**src/rtl/core/mcgt_pkg.sv**
```systemverilog
// Package: shared types and constants of the multi-channel glow timer.
`timescale 1ns / 1ps

package mcgt_pkg;

  localparam int unsigned CHAN_W   = 4;
  localparam int unsigned DUR_W    = 22;
  localparam int unsigned TIME_W   = 32;
  localparam int unsigned MASK_W   = 16;

  localparam logic [9:0]       US_PER_MS     = 10'd1000;
  localparam logic [DUR_W-1:0] MAX_DUR_RESET = 22'd300000;

  localparam logic REG_MAX_DUR_IDX = 1'b0;

  typedef enum logic [2:0] {
    ST_APPLIED     = 3'd0,
    ST_BAD_CHANNEL = 3'd1,
    ST_ALREADY_LIT = 3'd2,
    ST_TOO_LONG    = 3'd3,
    ST_EXPIRED     = 3'd4
  } status_e;

  typedef enum logic [1:0] {
    B_IDLE,
    B_SCAN,
    B_FLUSH
  } back_state_e;

  // classified request, one queue entry
  typedef struct packed {
    logic              scan;
    logic              bad_chan;
    logic              too_long;
    logic              dur_zero;
    logic [CHAN_W-1:0] chan;
    logic [TIME_W-1:0] limit_us;
    logic [TIME_W-1:0] now_us;
  } mcgt_req_t;

  typedef struct packed {
    status_e           status;
    logic [CHAN_W-1:0] chan;
    logic              lit;
    logic [TIME_W-1:0] event_time;
    logic [MASK_W-1:0] pin_mask;
    logic              last;
  } mcgt_res_t;

endpackage

```
**src/rtl/core/mcgt_front.sv**
```systemverilog
// Front end: accepts input transfers, classifies them and scales durations to microseconds.
`timescale 1ns / 1ps

module mcgt_front
  import mcgt_pkg::*;
#(
  parameter int unsigned NUM_CHANNELS = 10
) (
  input  logic              s_valid_i,
  output logic              s_ready_o,
  input  logic              req_type_i,
  input  logic [CHAN_W-1:0] channel_i,
  input  logic [DUR_W-1:0]  duration_ms_i,
  input  logic [TIME_W-1:0] now_us_i,
  input  logic [DUR_W-1:0]  max_dur_i,
  input  logic              q_full_i,
  output logic              q_push_o,
  output mcgt_req_t         q_req_o
);

  assign s_ready_o = !q_full_i;
  assign q_push_o  = s_valid_i && !q_full_i;

  always_comb begin
    q_req_o.scan     = req_type_i;
    q_req_o.bad_chan = ({1'b0, channel_i} >= (CHAN_W + 1)'(NUM_CHANNELS));
    q_req_o.too_long = (duration_ms_i > max_dur_i);
    q_req_o.dur_zero = (duration_ms_i == '0);
    q_req_o.chan     = channel_i;
    q_req_o.limit_us = TIME_W'(duration_ms_i) * TIME_W'(US_PER_MS);
    q_req_o.now_us   = now_us_i;
  end

endmodule

```
**src/rtl/core/mcgt_queue.sv**
```systemverilog
// Two-entry queue between the front end and the channel engine.
`timescale 1ns / 1ps

module mcgt_queue
  import mcgt_pkg::*;
(
  input  logic      clk_i,
  input  logic      rst_ni,
  input  logic      push_i,
  input  mcgt_req_t din_i,
  output logic      full_o,
  input  logic      pop_i,
  output mcgt_req_t dout_o,
  output logic      empty_o
);

  mcgt_req_t  mem_q [2];
  logic       wr_ptr_q, wr_ptr_d;
  logic       rd_ptr_q, rd_ptr_d;
  logic [1:0] count_q, count_d;

  assign full_o  = (count_q == 2'd2);
  assign empty_o = (count_q == 2'd0);
  assign dout_o  = mem_q[rd_ptr_q];

  always_comb begin
    wr_ptr_d = wr_ptr_q;
    rd_ptr_d = rd_ptr_q;
    count_d  = count_q;
    if (push_i) begin
      wr_ptr_d = ~wr_ptr_q;
    end
    if (pop_i) begin
      rd_ptr_d = ~rd_ptr_q;
    end
    if (push_i && !pop_i) begin
      count_d = count_q + 2'd1;
    end else if (pop_i && !push_i) begin
      count_d = count_q - 2'd1;
    end
  end

  always_ff @(posedge clk_i or negedge rst_ni) begin
    if (!rst_ni) begin
      wr_ptr_q <= 1'b0;
      rd_ptr_q <= 1'b0;
      count_q  <= 2'd0;
    end else begin
      wr_ptr_q <= wr_ptr_d;
      rd_ptr_q <= rd_ptr_d;
      count_q  <= count_d;
    end
  end

  always_ff @(posedge clk_i) begin
    if (push_i) begin
      mem_q[wr_ptr_q] <= din_i;
    end
  end

  property p_no_overflow;
    @(posedge clk_i) disable iff (!rst_ni) full_o |-> !push_i || pop_i;
  endproperty
  a_no_overflow: assert property (p_no_overflow) else $error("queue overflow");

  property p_no_underflow;
    @(posedge clk_i) disable iff (!rst_ni) pop_i |-> !empty_o;
  endproperty
  a_no_underflow: assert property (p_no_underflow) else $error("queue underflow");

  property p_count_step;
    @(posedge clk_i) disable iff (!rst_ni)
      (push_i && !pop_i) |=> (count_q == $past(count_q) + 2'd1);
  endproperty
  a_count_step: assert property (p_count_step) else $error("queue count slip");

endmodule

```
**src/rtl/core/mcgt_back.sv**
```systemverilog
// Channel engine: applies commands, walks channels on a scan, and registers results.
`timescale 1ns / 1ps

module mcgt_back
  import mcgt_pkg::*;
#(
  parameter int unsigned NUM_CHANNELS = 10
) (
  input  logic      clk_i,
  input  logic      rst_ni,
  input  logic      q_empty_i,
  input  mcgt_req_t q_req_i,
  output logic      q_pop_o,
  output logic      m_valid_o,
  input  logic      m_ready_i,
  output mcgt_res_t m_res_o
);

  localparam int unsigned CH_W = (NUM_CHANNELS > 1) ? $clog2(NUM_CHANNELS) : 1;
  localparam logic [CH_W-1:0] LAST_IDX = CH_W'(NUM_CHANNELS - 1);

  back_state_e             state_q, state_d;
  logic [CH_W-1:0]         idx_q, idx_d;
  logic [TIME_W-1:0]       now_q, now_d;
  logic [NUM_CHANNELS-1:0] lit_q, lit_d;
  logic [TIME_W-1:0]       start_q [NUM_CHANNELS];
  logic [TIME_W-1:0]       limit_q [NUM_CHANNELS];
  logic                    pend_valid_q, pend_valid_d;
  mcgt_res_t               pend_q, pend_d;
  logic                    out_valid_q, out_valid_d;
  mcgt_res_t               out_q, out_d;

  logic              out_free;
  logic [CH_W-1:0]   cidx;
  logic              cur_lit;
  logic              cmd_go;
  logic              start_we;
  logic [TIME_W-1:0] elapsed;
  logic              expired;
  logic              scan_go;
  logic              flush_go;

  assign out_free = !out_valid_q || m_ready_i;
  assign cidx     = q_req_i.chan[CH_W-1:0];
  assign cur_lit  = q_req_i.bad_chan ? 1'b0 : lit_q[cidx];
  assign cmd_go   = (state_q == B_IDLE) && !q_empty_i && !q_req_i.scan && out_free;
  assign elapsed  = now_q - start_q[idx_q];
  assign expired  = lit_q[idx_q] && (elapsed >= limit_q[idx_q]);
  assign scan_go  = (state_q == B_SCAN) && !(expired && pend_valid_q && !out_free);
  assign flush_go = (state_q == B_FLUSH) && (!pend_valid_q || out_free);
  assign q_pop_o  = (state_q == B_IDLE) && !q_empty_i && (q_req_i.scan || out_free);

  assign m_valid_o = out_valid_q;
  assign m_res_o   = out_q;

  // next state
  always_comb begin
    state_d = state_q;
    unique case (state_q)
      B_IDLE: begin
        if (!q_empty_i && q_req_i.scan) begin
          state_d = B_SCAN;
        end
      end
      B_SCAN: begin
        if (scan_go && idx_q == LAST_IDX) begin
          state_d = B_FLUSH;
        end
      end
      B_FLUSH: begin
        if (flush_go) begin
          state_d = B_IDLE;
        end
      end
      default: state_d = B_IDLE;
    endcase
  end

  // datapath and results
  always_comb begin
    idx_d        = idx_q;
    now_d        = now_q;
    lit_d        = lit_q;
    pend_valid_d = pend_valid_q;
    pend_d       = pend_q;
    out_valid_d  = out_valid_q;
    out_d        = out_q;
    start_we     = 1'b0;

    if (out_valid_q && m_ready_i) begin
      out_valid_d = 1'b0;
    end

    if (state_q == B_IDLE && !q_empty_i && q_req_i.scan) begin
      now_d = q_req_i.now_us;
      idx_d = '0;
    end

    if (cmd_go) begin
      out_d.chan       = q_req_i.chan;
      out_d.event_time = q_req_i.now_us;
      out_d.last       = 1'b1;
      priority if (q_req_i.bad_chan) begin
        out_d.status = ST_BAD_CHANNEL;
        out_d.lit    = 1'b0;
      end else if (cur_lit && !q_req_i.dur_zero) begin
        out_d.status = ST_ALREADY_LIT;
        out_d.lit    = 1'b1;
      end else if (q_req_i.too_long) begin
        out_d.status = ST_TOO_LONG;
        out_d.lit    = cur_lit;
      end else if (q_req_i.dur_zero) begin
        out_d.status = ST_APPLIED;
        out_d.lit    = 1'b0;
        lit_d[cidx]  = 1'b0;
      end else begin
        out_d.status = ST_APPLIED;
        out_d.lit    = 1'b1;
        lit_d[cidx]  = 1'b1;
        start_we     = 1'b1;
      end
      out_d.pin_mask = MASK_W'(lit_d);
      out_valid_d    = 1'b1;
    end

    if (scan_go) begin
      if (expired) begin
        lit_d[idx_q] = 1'b0;
        if (pend_valid_q) begin
          out_valid_d = 1'b1;
          out_d       = pend_q;
        end
        pend_valid_d      = 1'b1;
        pend_d.status     = ST_EXPIRED;
        pend_d.chan       = CHAN_W'(idx_q);
        pend_d.lit        = 1'b0;
        pend_d.event_time = now_q;
        pend_d.pin_mask   = MASK_W'(lit_d);
        pend_d.last       = 1'b0;
      end
      if (idx_q != LAST_IDX) begin
        idx_d = idx_q + CH_W'(1);
      end
    end

    if (flush_go && pend_valid_q) begin
      out_valid_d  = 1'b1;
      out_d        = pend_q;
      out_d.last   = 1'b1;
      pend_valid_d = 1'b0;
    end
  end

  always_ff @(posedge clk_i or negedge rst_ni) begin
    if (!rst_ni) begin
      state_q      <= B_IDLE;
      idx_q        <= '0;
      lit_q        <= '0;
      pend_valid_q <= 1'b0;
      out_valid_q  <= 1'b0;
    end else begin
      state_q      <= state_d;
      idx_q        <= idx_d;
      lit_q        <= lit_d;
      pend_valid_q <= pend_valid_d;
      out_valid_q  <= out_valid_d;
    end
  end

  always_ff @(posedge clk_i) begin
    now_q  <= now_d;
    pend_q <= pend_d;
    out_q  <= out_d;
    if (start_we) begin
      start_q[cidx] <= q_req_i.now_us;
      limit_q[cidx] <= q_req_i.limit_us;
    end
  end

  property p_idle_no_pend;
    @(posedge clk_i) disable iff (!rst_ni) (state_q == B_IDLE) |-> !pend_valid_q;
  endproperty
  a_idle_no_pend: assert property (p_idle_no_pend) else $error("pending result left in idle");

  property p_pop_idle;
    @(posedge clk_i) disable iff (!rst_ni) q_pop_o |-> (state_q == B_IDLE);
  endproperty
  a_pop_idle: assert property (p_pop_idle) else $error("queue pop outside idle");

  property p_idx_range;
    @(posedge clk_i) disable iff (!rst_ni) (state_q == B_SCAN) |-> (idx_q <= LAST_IDX);
  endproperty
  a_idx_range: assert property (p_idx_range) else $error("scan index out of range");

  property p_flush_last;
    @(posedge clk_i) disable iff (!rst_ni)
      (flush_go && pend_valid_q) |=> (out_valid_q && out_q.last);
  endproperty
  a_flush_last: assert property (p_flush_last) else $error("scan end without last");

  property p_no_overwrite;
    @(posedge clk_i) disable iff (!rst_ni)
      (out_valid_q && !m_ready_i) |=> (out_valid_q && $stable(out_q));
  endproperty
  a_no_overwrite: assert property (p_no_overwrite) else $error("output overwritten");

endmodule

```
**src/rtl/core/multi_channel_glow_timer.sv**
```systemverilog
// Top level of the multi-channel glow timer: stream ports, APB register, front, queue, engine.
`timescale 1ns / 1ps
// A command passes through the queue and the output register before its result appears.
// A scan walks one channel per cycle while the output is not stalled.
// The engine takes one command per cycle unless the output stalls; a scan holds it to the end.
// A two-entry queue decouples the input from the engine; the output is registered.
// Reset (rst_ni, async low): all channels off, queue and output empty, max 300000 ms.

module multi_channel_glow_timer
  import mcgt_pkg::*;
#(
  parameter int unsigned NUM_CHANNELS = 10
) (
  input  logic        clk_i,
  input  logic        rst_ni,
  input  logic        s_axis_tvalid_i,
  output logic        s_axis_tready_o,
  input  logic [63:0] s_axis_tdata_i,  // channel[3:0], duration_ms[25:4], now_us[57:26]
  input  logic        s_axis_tuser_i,  // req_type
  output logic        m_axis_tvalid_o,
  input  logic        m_axis_tready_i,
  output logic [55:0] m_axis_tdata_o,  // channel_out[3:0], lit_out[4], event_time[36:5],
                                       // pin_mask[52:37]
  output logic [2:0]  m_axis_tuser_o,  // status
  output logic        m_axis_tlast_o,
  input  logic        psel,
  input  logic        penable,
  input  logic        pwrite,
  input  logic [2:0]  paddr,
  input  logic [31:0] pwdata,
  output logic [31:0] prdata,
  output logic        pready
);

  logic [DUR_W-1:0] max_dur_q;
  logic             q_full, q_empty, q_push, q_pop;
  mcgt_req_t        q_din, q_dout;
  mcgt_res_t        res;

  assign pready = 1'b1;
  assign prdata = (paddr[2] == REG_MAX_DUR_IDX) ? 32'(max_dur_q) : 32'd0;

  always_ff @(posedge clk_i or negedge rst_ni) begin
    if (!rst_ni) begin
      max_dur_q <= MAX_DUR_RESET;
    end else if (psel && penable && pwrite && pready && paddr[2] == REG_MAX_DUR_IDX) begin
      max_dur_q <= pwdata[DUR_W-1:0];
    end
  end

  mcgt_front #(
    .NUM_CHANNELS(NUM_CHANNELS)
  ) u_front (
    .s_valid_i    (s_axis_tvalid_i),
    .s_ready_o    (s_axis_tready_o),
    .req_type_i   (s_axis_tuser_i),
    .channel_i    (s_axis_tdata_i[3:0]),
    .duration_ms_i(s_axis_tdata_i[25:4]),
    .now_us_i     (s_axis_tdata_i[57:26]),
    .max_dur_i    (max_dur_q),
    .q_full_i     (q_full),
    .q_push_o     (q_push),
    .q_req_o      (q_din)
  );

  mcgt_queue u_queue (
    .clk_i  (clk_i),
    .rst_ni (rst_ni),
    .push_i (q_push),
    .din_i  (q_din),
    .full_o (q_full),
    .pop_i  (q_pop),
    .dout_o (q_dout),
    .empty_o(q_empty)
  );

  mcgt_back #(
    .NUM_CHANNELS(NUM_CHANNELS)
  ) u_back (
    .clk_i    (clk_i),
    .rst_ni   (rst_ni),
    .q_empty_i(q_empty),
    .q_req_i  (q_dout),
    .q_pop_o  (q_pop),
    .m_valid_o(m_axis_tvalid_o),
    .m_ready_i(m_axis_tready_i),
    .m_res_o  (res)
  );

  assign m_axis_tdata_o = {3'b000, res.pin_mask, res.event_time, res.lit, res.chan};
  assign m_axis_tuser_o = res.status;
  assign m_axis_tlast_o = res.last;

endmodule

```
**config.mk**
```make
export PLATFORM = sky130hd
export DESIGN_NAME = multi_channel_glow_timer
export DESIGN_NICKNAME = d
export VERILOG_FILES = /design/src/rtl/core/mcgt_pkg.sv /design/src/rtl/core/mcgt_front.sv /design/src/rtl/core/mcgt_queue.sv /design/src/rtl/core/mcgt_back.sv /design/src/rtl/core/multi_channel_glow_timer.sv
export SDC_FILE = /design/constraint.sdc
export NUM_CORES = 1
export LEC_CHECK = 0
export ABC_AREA = 0
export BUFFER_PORTS_ARGS = -buffer_cell sky130_fd_sc_hd__buf_2
export CAP_MARGIN = 20
export CELL_PAD_IN_SITES_DETAIL_PLACEMENT = 0
export CELL_PAD_IN_SITES_GLOBAL_PLACEMENT = 1
export CORE_MARGIN = 2
export CORE_UTILIZATION = 50
export CTS_BUF_LIST = sky130_fd_sc_hd__clkbuf_8 sky130_fd_sc_hd__clkbuf_16
export DETAILED_ROUTE_END_ITERATION = 8
export PLACE_DENSITY = 0.87
export RECOVER_POWER = 25
export SETUP_SLACK_MARGIN = 0.15
export SKIP_CTS_REPAIR_TIMING = 1
export SYNTH_ARGS = -nofsm -noshare
export SYNTH_HDL_FRONTEND = slang
export SYNTH_SLANG_ARGS = --single-unit
```
**constraint.sdc**
```tcl
create_clock -name clk_i -period 24.9 [get_ports clk_i]
set_input_delay 4.98 -clock clk_i [delete_from_list [all_inputs] [get_ports clk_i]]
set_output_delay 4.98 -clock clk_i [all_outputs]
set_load 0.02 [all_outputs]
```
* Word-level counts from Yosys, hierarchy flattened *
Memories as Yosys holds them, arrays and structs flattened.
Index checks and enable logic that the tools add are counted.

word-level totals
  register bits after elaboration = 179
  latch bits = 0
  memory bits (writable) = 778
  memory bits (read-only) = 0
  input port bits = 107
  output and inout bits = 95
  word-level logic and storage cells = 151
  memories kept = 3

memory list
  name            depth  width  read ports  clocked after memory_dff  wr ports  RTL line          text
  u_back.limit_q  10     32     1           0                         1         mcgt_back.sv:27   logic [TIME_W-1:0] limit_q [NUM_CHANNELS];
  u_back.start_q  10     32     1           0                         1         mcgt_back.sv:26   logic [TIME_W-1:0] start_q [NUM_CHANNELS];
  u_queue.mem_q   2      69     1           0                         1         mcgt_queue.sv:17  mcgt_req_t mem_q [2];

cells by class
  add/subtract/negate cells = 4
  multipliers = 1
  divide/modulo/power cells = 0
  magnitude comparators = 7
  equal/unequal tests = 8
  shift-type cells = 0
  multiplexer cells = 55
  bitwise logic cells = 8
  reduce and logical (&&, ||, !) cells = 45

operator list
  kind                                                  number
  2-to-1 mux 57 bit                                     4
  2-to-1 mux 10 bit                                     7
  2-to-1 mux 54 bit                                     1
  >= comparator 32 bit                                  1
  subtractor 32 bit                                     1
  multiplier 22 x 7 -> 29 bit (second input constant)   1
  2-to-1 mux 1 bit                                      26
  logical AND 1 bit                                     23
  greater-than comparator 22 bit                        1
  zero test 22 bit                                      1
  2-to-1 mux 22 bit                                     1
  bitwise AND 10 bit                                    2
  NOT 10 bit                                            2
  2-to-1 mux 2 bit                                      6
  2-to-1 mux 4 bit                                      3
  zero test 1 bit                                       10
  < comparator 4 x 5 -> 1 bit (second input constant)   2
  bitwise OR 10 bit                                     1
  binary-select mux 1 bit (select 4 bit)                2
  demux 1 bit (select 4 bit)                            2
  >= comparator 4 x 1 -> 1 bit (second input constant)  2
  2-to-1 mux 3 bit                                      2
  case mux 2 bit (3 select lines)                       1
  nonzero test 2 bit                                    3
  15 further kinds                                      23

* Logic depth before layout (Yosys ltp) *
Gate-level depths: netlist of run 1.
An unclocked memory read counts as a cell.

  word-level depth = 16
  mapped depth = 28
  mapped depth without buffers = 23

* Cells and area by module *
A second synthesis of run 1 with hierarchy kept.

unflattened totals
  cell total of the unflattened synthesis = 2,796
  area, all modules = 44,710.4 um^2

by module, submodules not included
  module                    instances  cells each  area an instance (um^2)  seq. area each (um^2)
  mcgt_back                 1          1,921       32,967.9                 23,152.2
  mcgt_queue                1          240         5,731.7                  4,424.2
  mcgt_front                1          548         4,823.4                  0.0
  multi_channel_glow_timer  1          87          1,187.4                  560.5

* Worst setup path before layout of run 1 *
OpenSTA, ideal clock, no wires.

  path kind = input-to-reg
  start point = input m_axis_tready_i
  end point = memory u_back.limit_q[1][10], enable pin
  setup time = 0.630 ns
  arrival = 11.817 ns
  required time = 24.270 ns
  slack = 12.453 ns
  cell stages on the path = 7
  buffers on the path = 2
  path through = nor2b_1 nor4_1 and2_1 clkbuf_1 o211ai_1 clkbuf_1 nor4_1

on the way
  longest elaborated chain between the ends = 5

RTL lines
  what                                    RTL line                        text
  from (decl)                             multi_channel_glow_timer.sv:21  input logic m_axis_tready_i,
  logical OR 1 bit                        mcgt_back.sv:43                 assign out_free = !out_valid_q || m_ready_i;
  logical AND 1 bit                       mcgt_back.sv:46                 assign cmd_go = (state_q == B_IDLE) && !q_empty_i && !q_req_i.scan && out_free;
  2-to-1 mux 1 bit                        mcgt_back.sv:99                 if (cmd_go) begin
  2-to-1 mux 1 bit                        mcgt_back.sv:174                if (start_we) begin
  2-to-1 mux 1 bit (not written as such)  mcgt_back.sv:176                limit_q[cidx] <= q_req_i.limit_us;
  to (decl)                               mcgt_back.sv:27

No other way between the ends.

==> results.yml, run 1 <==
floorplan:
  start_util_pct: 50.6
  top_level_ports: 202
  dieWidth_um: 298
  core_area_um2: 85400
  die_h_um: 298
  dieArea_um2: 88700
  rows: 107
setup_path:
  path_common_cell: "o21ai_0"
  crit_family: "buffers and inverters"
  slowest_stage: "clkbuf_1"
  required_ps: 25430
  crit_arrival_ps: 11980
  path_cells: "clkbuf_1, buf_4, mux4_2, mux2_2, o21ai_0, ha_1, a21o_1, o21bai_1, o21ai_0, o2111ai_1, a41oi_1, o21ai_0, a21oi_1, xnor2_1, ha_1, nand4_1, o21ai_0, nand2_1, a21boi_4, buf_4, a21boi_4, mux2_2"
  worstSetupPathType: "reg2reg"
  end_kind: "flip-flop"
  max_stage_delay_ps: 2630
  crit_path_start_kind: "flip-flop"
  critPathBufInv: 3
  crit_fanout: 43
clock_network:
  clkLatencyLatePin_ps: 670
  numClockSinks: 927
  cts_tree: "done"
  htree_levels: 3
  cts-root-buf: "clkbuf_16"
  cts_buffers: 94
  cts.path.max_buffers: 3
  path_clk_slew_ps: 60
routing:
  viasPerCell: 5.91
  drt_pass1_iterations: 6
  drc: 0
  ant_nets: 0
  wl_per_cell_um: 23.6
  drt-total-wl_um: 99800
  vias: 24967
  drt-initial-drc-count: 2210
placed_design:
  io_buffers: 169
  dp_slack_ps: 14330
  place_congestion: 0.896
  dp_hpwl_um: 61200
finish:
  antenna_cells: 0
  drive_above_1_share_pct: 20.0
  area_delta_synth_final_pct: 11.7
  layout.nets: 3356
  layout_commonest_cell: "edfxtp_1"
  final_cell_mix: "edfxtp_1 (826), inv_1 (183), buf_2 (169)"
timing:
  period_share_pct: 46.0
  finalClockSkew_ps: 34.9
  tightestPinTransition_ps: 3650
  rsz0062_at_grt: "no"
  finalMaxSlewViolations: 214
  finalWorstSetupSlack_ps: 13450
  setup_viol: 0
  finalHoldViolCount: 0
  finalCriticalPeriod_ps: 11450
  setup_tns_ps: 0
  timing.fmax_ghz: 0.0874
  relSlewSlack_pct: -144
outcome:
  status: "complete, but fails checks"
  violations: "capacitance limit, slew limit"
global_route:
  grt_usage_pct: 22.4
  grt_pass1_wl_um: 152000
  grt_overflow: 0
  antenna_found_initial: 1
  grt_max_degree: 76
  first_global_vias: 25679
pwr:
  power_density_nw_per_um2: 128
  irDropWorstVdd_mv: 0.0661
  p_leak_nw: 17.7
yosys:
  seq_area_frac_synth_pct: 62.7
  synth_top_cell_by_area: "edfxtp_1"
  yosys-top-cells-area: "edfxtp_1 (57%), mux4_2 (6.5%), ha_1 (4.8%), mux2_2 (3.8%), fa_1 (3.7%)"
  synthesis.area_um2: 43200
  synthCells: 2823
  synth_ff_type: "edfxtp_1"
  async_flop_share_pct: 4.75
  synth_edf_count: 826
  avgSynthCellArea_um2: 15.3
  yosys_register_bits: 927
  ys_types: 76
  synth.top_cell.area_share_pct: 57.4
  ys_warn_count: 0
hold_path:
  min-delay-path-class: "reg2reg"
flow_run:
  maxCapViolCount: 5
## cells by family after synthesis
group           after synthesis  synth area share [%]
xor+xnor                     58                  1.18
other cells                   2                0.0174
buf+inv                     297                  2.86
simple gates                473                  5.38
flops                       927                  62.7
fa+ha+maj                   243                  8.41
mux                         409                  13.5
compound gates              414                  5.99
## synth_stat cells (all sizes together) (37+ instances only)
cell type	instances
nor2	116
mux4	124
mux2	147
o21ai	93
nand2	158
mux2i	138
fa	79
edfxtp	826
dfxtp	57
ha	164
a21o	43
xnor2	37
clkbuf	83
inv	158
buf	56
a21oi	113
a31oi	54
## power by group
| group | total [mW] | internal [mW] | switching, mW |
|---|---|---|---|
| combinational | 2.59 | 1.04 | 1.56 |
| sequential | 2.25 | 2.12 | 0.131 |
| clock | 1.35 | 0.760 | 0.586 |
## sequential cells by signal, summed over array words and instances (netlist names), 10 cells and up
| signal | count |
|---|---|
| u_back.now_q | 32 |
| u_back.lit_q | 10 |
| u_back.pend_q | 46 |
| max_dur_q | 22 |
| u_back.start_q | 320 |
| u_back.limit_q | 290 |
| u_back.m_res_o | 57 |
| u_queue.mem_q | 138 |
## routing by layer
layer,global-route usage (%),vias up,part of all wire (%)
met3,3.16,158,6.7
met1,30.0,12670,41
li1,-,11100,-
met4,6.92,2,2.6
met5,0,-,0.011
met2,38.0,1037,49
## final cells by class
class | count | area [µm²]
Clock buffer | 96 | 2390
Clock inverter | 75 | 553
Fill cell | 6610 | 37200
Inverter | 158 | 593
Multi-Input combinational cell | 1611 | 15000
Sequential cell | 927 | 27100
Tap cell | 1144 | 1430
Timing Repair Buffer | 214 | 1190
## worst paths after layout
path | cells after the start | slack, ps | end | start
setup / recovery | 22 | 13450 | u_back.m_res_o[8] | u_back.idx_q[0]
hold / removal | 0 | 450 | u_back.pend_q[22] | u_back.now_q[5]
setup reg to reg | 22 | 13450 | u_back.m_res_o[8] | u_back.idx_q[0]
hold reg to reg | 0 | 450 | u_back.pend_q[22] | u_back.now_q[5]
max in group asynchronous | 2 | 19910 | u_back.idx_q[0] | rst_ni
min in group asynchronous | 2 | 4440 | max_dur_q[17] | rst_ni
## per-stage QoR
step | cell area, µm² | hold slack (ps) | power (mW) | util [%] | std cells
floorplan | 43200 | 420 | 4.11 | - | 2835
CTS | 48200 | 450 | 6.20 | 56.5 | 4223
detailed placement | 45300 | 438 | 4.84 | 53.0 | 4052
global placement | 45300 | 435 | 4.73 | 53.0 | 4052
finish | 48300 | 453 | 6.19 | 56.5 | 4225
global route | 48300 | 475 | 6.54 | 56.5 | 4225
(Power assumes the default switching activity.)
==> inputs of run 2 (changes only) <==
- clock period: 24.9 -> 11.11 ns (I/O delays scaled with it)
==> run 2 against run 1 <==
Compared with the run above: the run still ends with capacitance limit, slew limit left; worst setup slack got worse by 11000 ps; clock power increased by 140%; sequential power increased by 120%; global-route usage increased by 0.099 points; clock skew increased by 16 ps; combinational power increased by 120%; first-iteration DRC count increased by 3.1%; wire length increased by 0.38%; non-clock buffer count increased by 3; cell count increased by 0.14%; flip-flop and latch count unchanged.
==> results.yml, run 2 (synthesis gave the netlist of run 1 again) <==
pwr:
  power_density_nw_per_um2: 290
  p_comb_share_pct: 41.3
  seq_power_share_pct: 36.0
  power_mw: 14.1
  p_int_mw: 8.94
  p_switching_mw: 5.14
  switching_share_pct: 36.5
  power_frac_clock_pct: 22.8
  irDropWorstVdd_mv: 0.233
  p_leak_nw: 17.7
setup_path:
  crit_arrival_ps: 9270
  crit_path_start_kind: "flip-flop"
  critPathBufInv: 2
  reg2reg_setup_slack_ps: 2150
  path_cells: "buf_4, o21ai_0, ha_1, o211ai_1, a21o_1, a211o_1, a2111oi_0, o31a_1, nand2b_1, a31oi_1, xnor2_1, ha_1, a21o_1, a21o_1, a21oi_1, o21ai_0, nand2_1, a21oi_4, buf_4"
  crit_family: "compound AO/OA/AOI/OAI gates"
  r2r-end: "u_back.pend_q[46]"
  r2r-start: "u_back.idx_q[3]"
  r2r_cells: 19
  end_kind: "flip-flop"
  required_ps: 11420
  slowest_stage: "dfrtp_1"
  max_stage_delay_ps: 2270
  path_common_cell: "a21o_1"
  crit_fanout: 77
  cp-startpoint: "u_back.idx_q[3]"
  worstSetupPathType: "reg2reg"
routing:
  dr.max_layer_used: "met4"
  wl_met3_um: 7110
  wl_per_cell_um: 23.7
  drt-met1-wl_um: 40900
  vias: 25102
  ant_nets: 0
  viasPerCell: 5.93
  drt-initial-drc-count: 2278
  drc: 0
  drt_pass1_iterations: 6
  route.met2.wl_um: 49400
  drt-total-wl_um: 100000
global_route:
  antenna_found_initial: 0
  grt_overflow: 0
  grt_usage_pct: 22.5
  grt_pass1_wl_um: 153000
  grt_max_degree: 78
  first_global_vias: 25495
hold_path:
  min-delay-path-class: "reg2reg"
  holdCritStartpoint: "u_back.m_res_o[56]"
  hold_depth: 2
  whs_endpoint: "u_back.m_res_o[56]"
floorplan:
  dieArea_um2: 88700
  core_area_um2: 85400
  dieWidth_um: 298
  die_h_um: 298
  start_util_pct: 50.6
  rows: 107
  top_level_ports: 202
clock_network:
  cts_tree: "done"
  numClockSinks: 927
  htree_levels: 3
  path_clk_slew_ps: 70
  cts_buffers: 95
  cts-root-buf: "clkbuf_16"
  clkLatencyLatePin_ps: 690
  cts.path.max_buffers: 3
finish:
  final_cells: 4231
  largest-register: "u_back.start_q"
  largestRegisters: "u_back.start_q: 320 flops, u_back.limit_q: 290 flops, u_queue.mem_q: 138 flops"
  regArea_um2: 27100
  layout.nets: 3360
  area_delta_synth_final_pct: 12.3
  final_cell_mix: "edfxtp_1 (826), inv_1 (172), ha_1 (164)"
  largest_reg_flops: 320
  final_util_pct: 56.8
  antenna_cells: 0
  drive_above_1_share_pct: 20.0
  fill_cells: 6594
  multiInputGateArea_um2: 15000
  layout_commonest_cell: "edfxtp_1"
placed_design:
  dp_hpwl_um: 61400
  place_inst: 4054
  place_congestion: 0.894
  io_buffers: 169
timing:
  setup_tns_ps: 0
  setup_viol: 0
  timing.fmax_ghz: 0.112
  tightestPinTransition_ps: 2880
  finalMaxSlewViolations: 254
  relSlewSlack_pct: -92.0
  period_share_pct: 80.6
  finalClockSkew_ps: 51.2
  rsz0062_at_grt: "no"
  finalHoldViolCount: 0
  finalCriticalPeriod_ps: 8960
  whs_ps: 463
outcome:
  violations: "capacitance limit, slew limit"
  status: "complete, but fails checks"
flow_run:
  maxCapViolCount: 6
==> run 2: changes by cell type in the layout (fill, tap and decap cells not counted), sizes merged <==
cell / delta
inv: -15
buf: -24
clkbuf: +31
bufinv: +5
clkinv: +9
==> run 2: how the worst max path moves through the flow <==
stage	endpoint	slack (ps)	cells after the start
2_1_floorplan	u_back.limit_q[1][10]	1420	7
5_1_grt	u_back.pend_q[52]	1840	16
3_5_place_dp	u_back.m_res_o[35]	2740	20
4_1_cts	u_back.m_res_o[38]	2640	20
6_report	u_back.pend_q[46]	2150	19
3_3_place_gp	u_back.m_res_o[28]	2900	22
==> run 2: final cells by class <==
class	instances	share of cell area, %
repair buffers	217	2.50
clock inverters	74	1.48
flip-flops and latches	927	55.8
well taps	1144	2.95
inverters	158	1.22
clock buffers	100	5.07
multi-input cells	1611	31.0
==> run 2: tightest hold or removal path, delay by kind of cell, from the launching register on <==
family / cells / cell delay [ps]
AND/OR/NAND/NOR: 2 / 110
flip-flops: 1 / 310
==> run 2: metrics by stage <==
stage	setup WS [ps]	area [µm²]
after floorplan	1420	43200
after global placement	2900	45300
after detailed placement	2740	45300
after CTS	2640	48500
after global routing	1840	48500
final	2150	48500
==> run 2: power by group through the flow <==
| stage | clock network, mW | registers, mW | logic (mW) |
|---|---|---|---|
| CTS | 3.25 | 5.06 | 5.79 |
| detailed placement | 0 | 5.13 | 5.72 |
| global placement | 0 | 5.11 | 5.49 |
| global route | 3.39 | 5.11 | 6.35 |
| floorplan | 0 | 5.02 | 4.21 |
| finish | 3.21 | 5.06 | 5.81 |
==> run 2: routing by layer <==
| layer | up-vias | GRT usage [%] |
|---|---|---|
| met5 | - | 0 |
| met4 | 0 | 7.00 |
| met2 | 1047 | 38.2 |
| li1 | 11101 | - |
| met1 | 12807 | 30.3 |
| met3 | 147 | 2.91 |
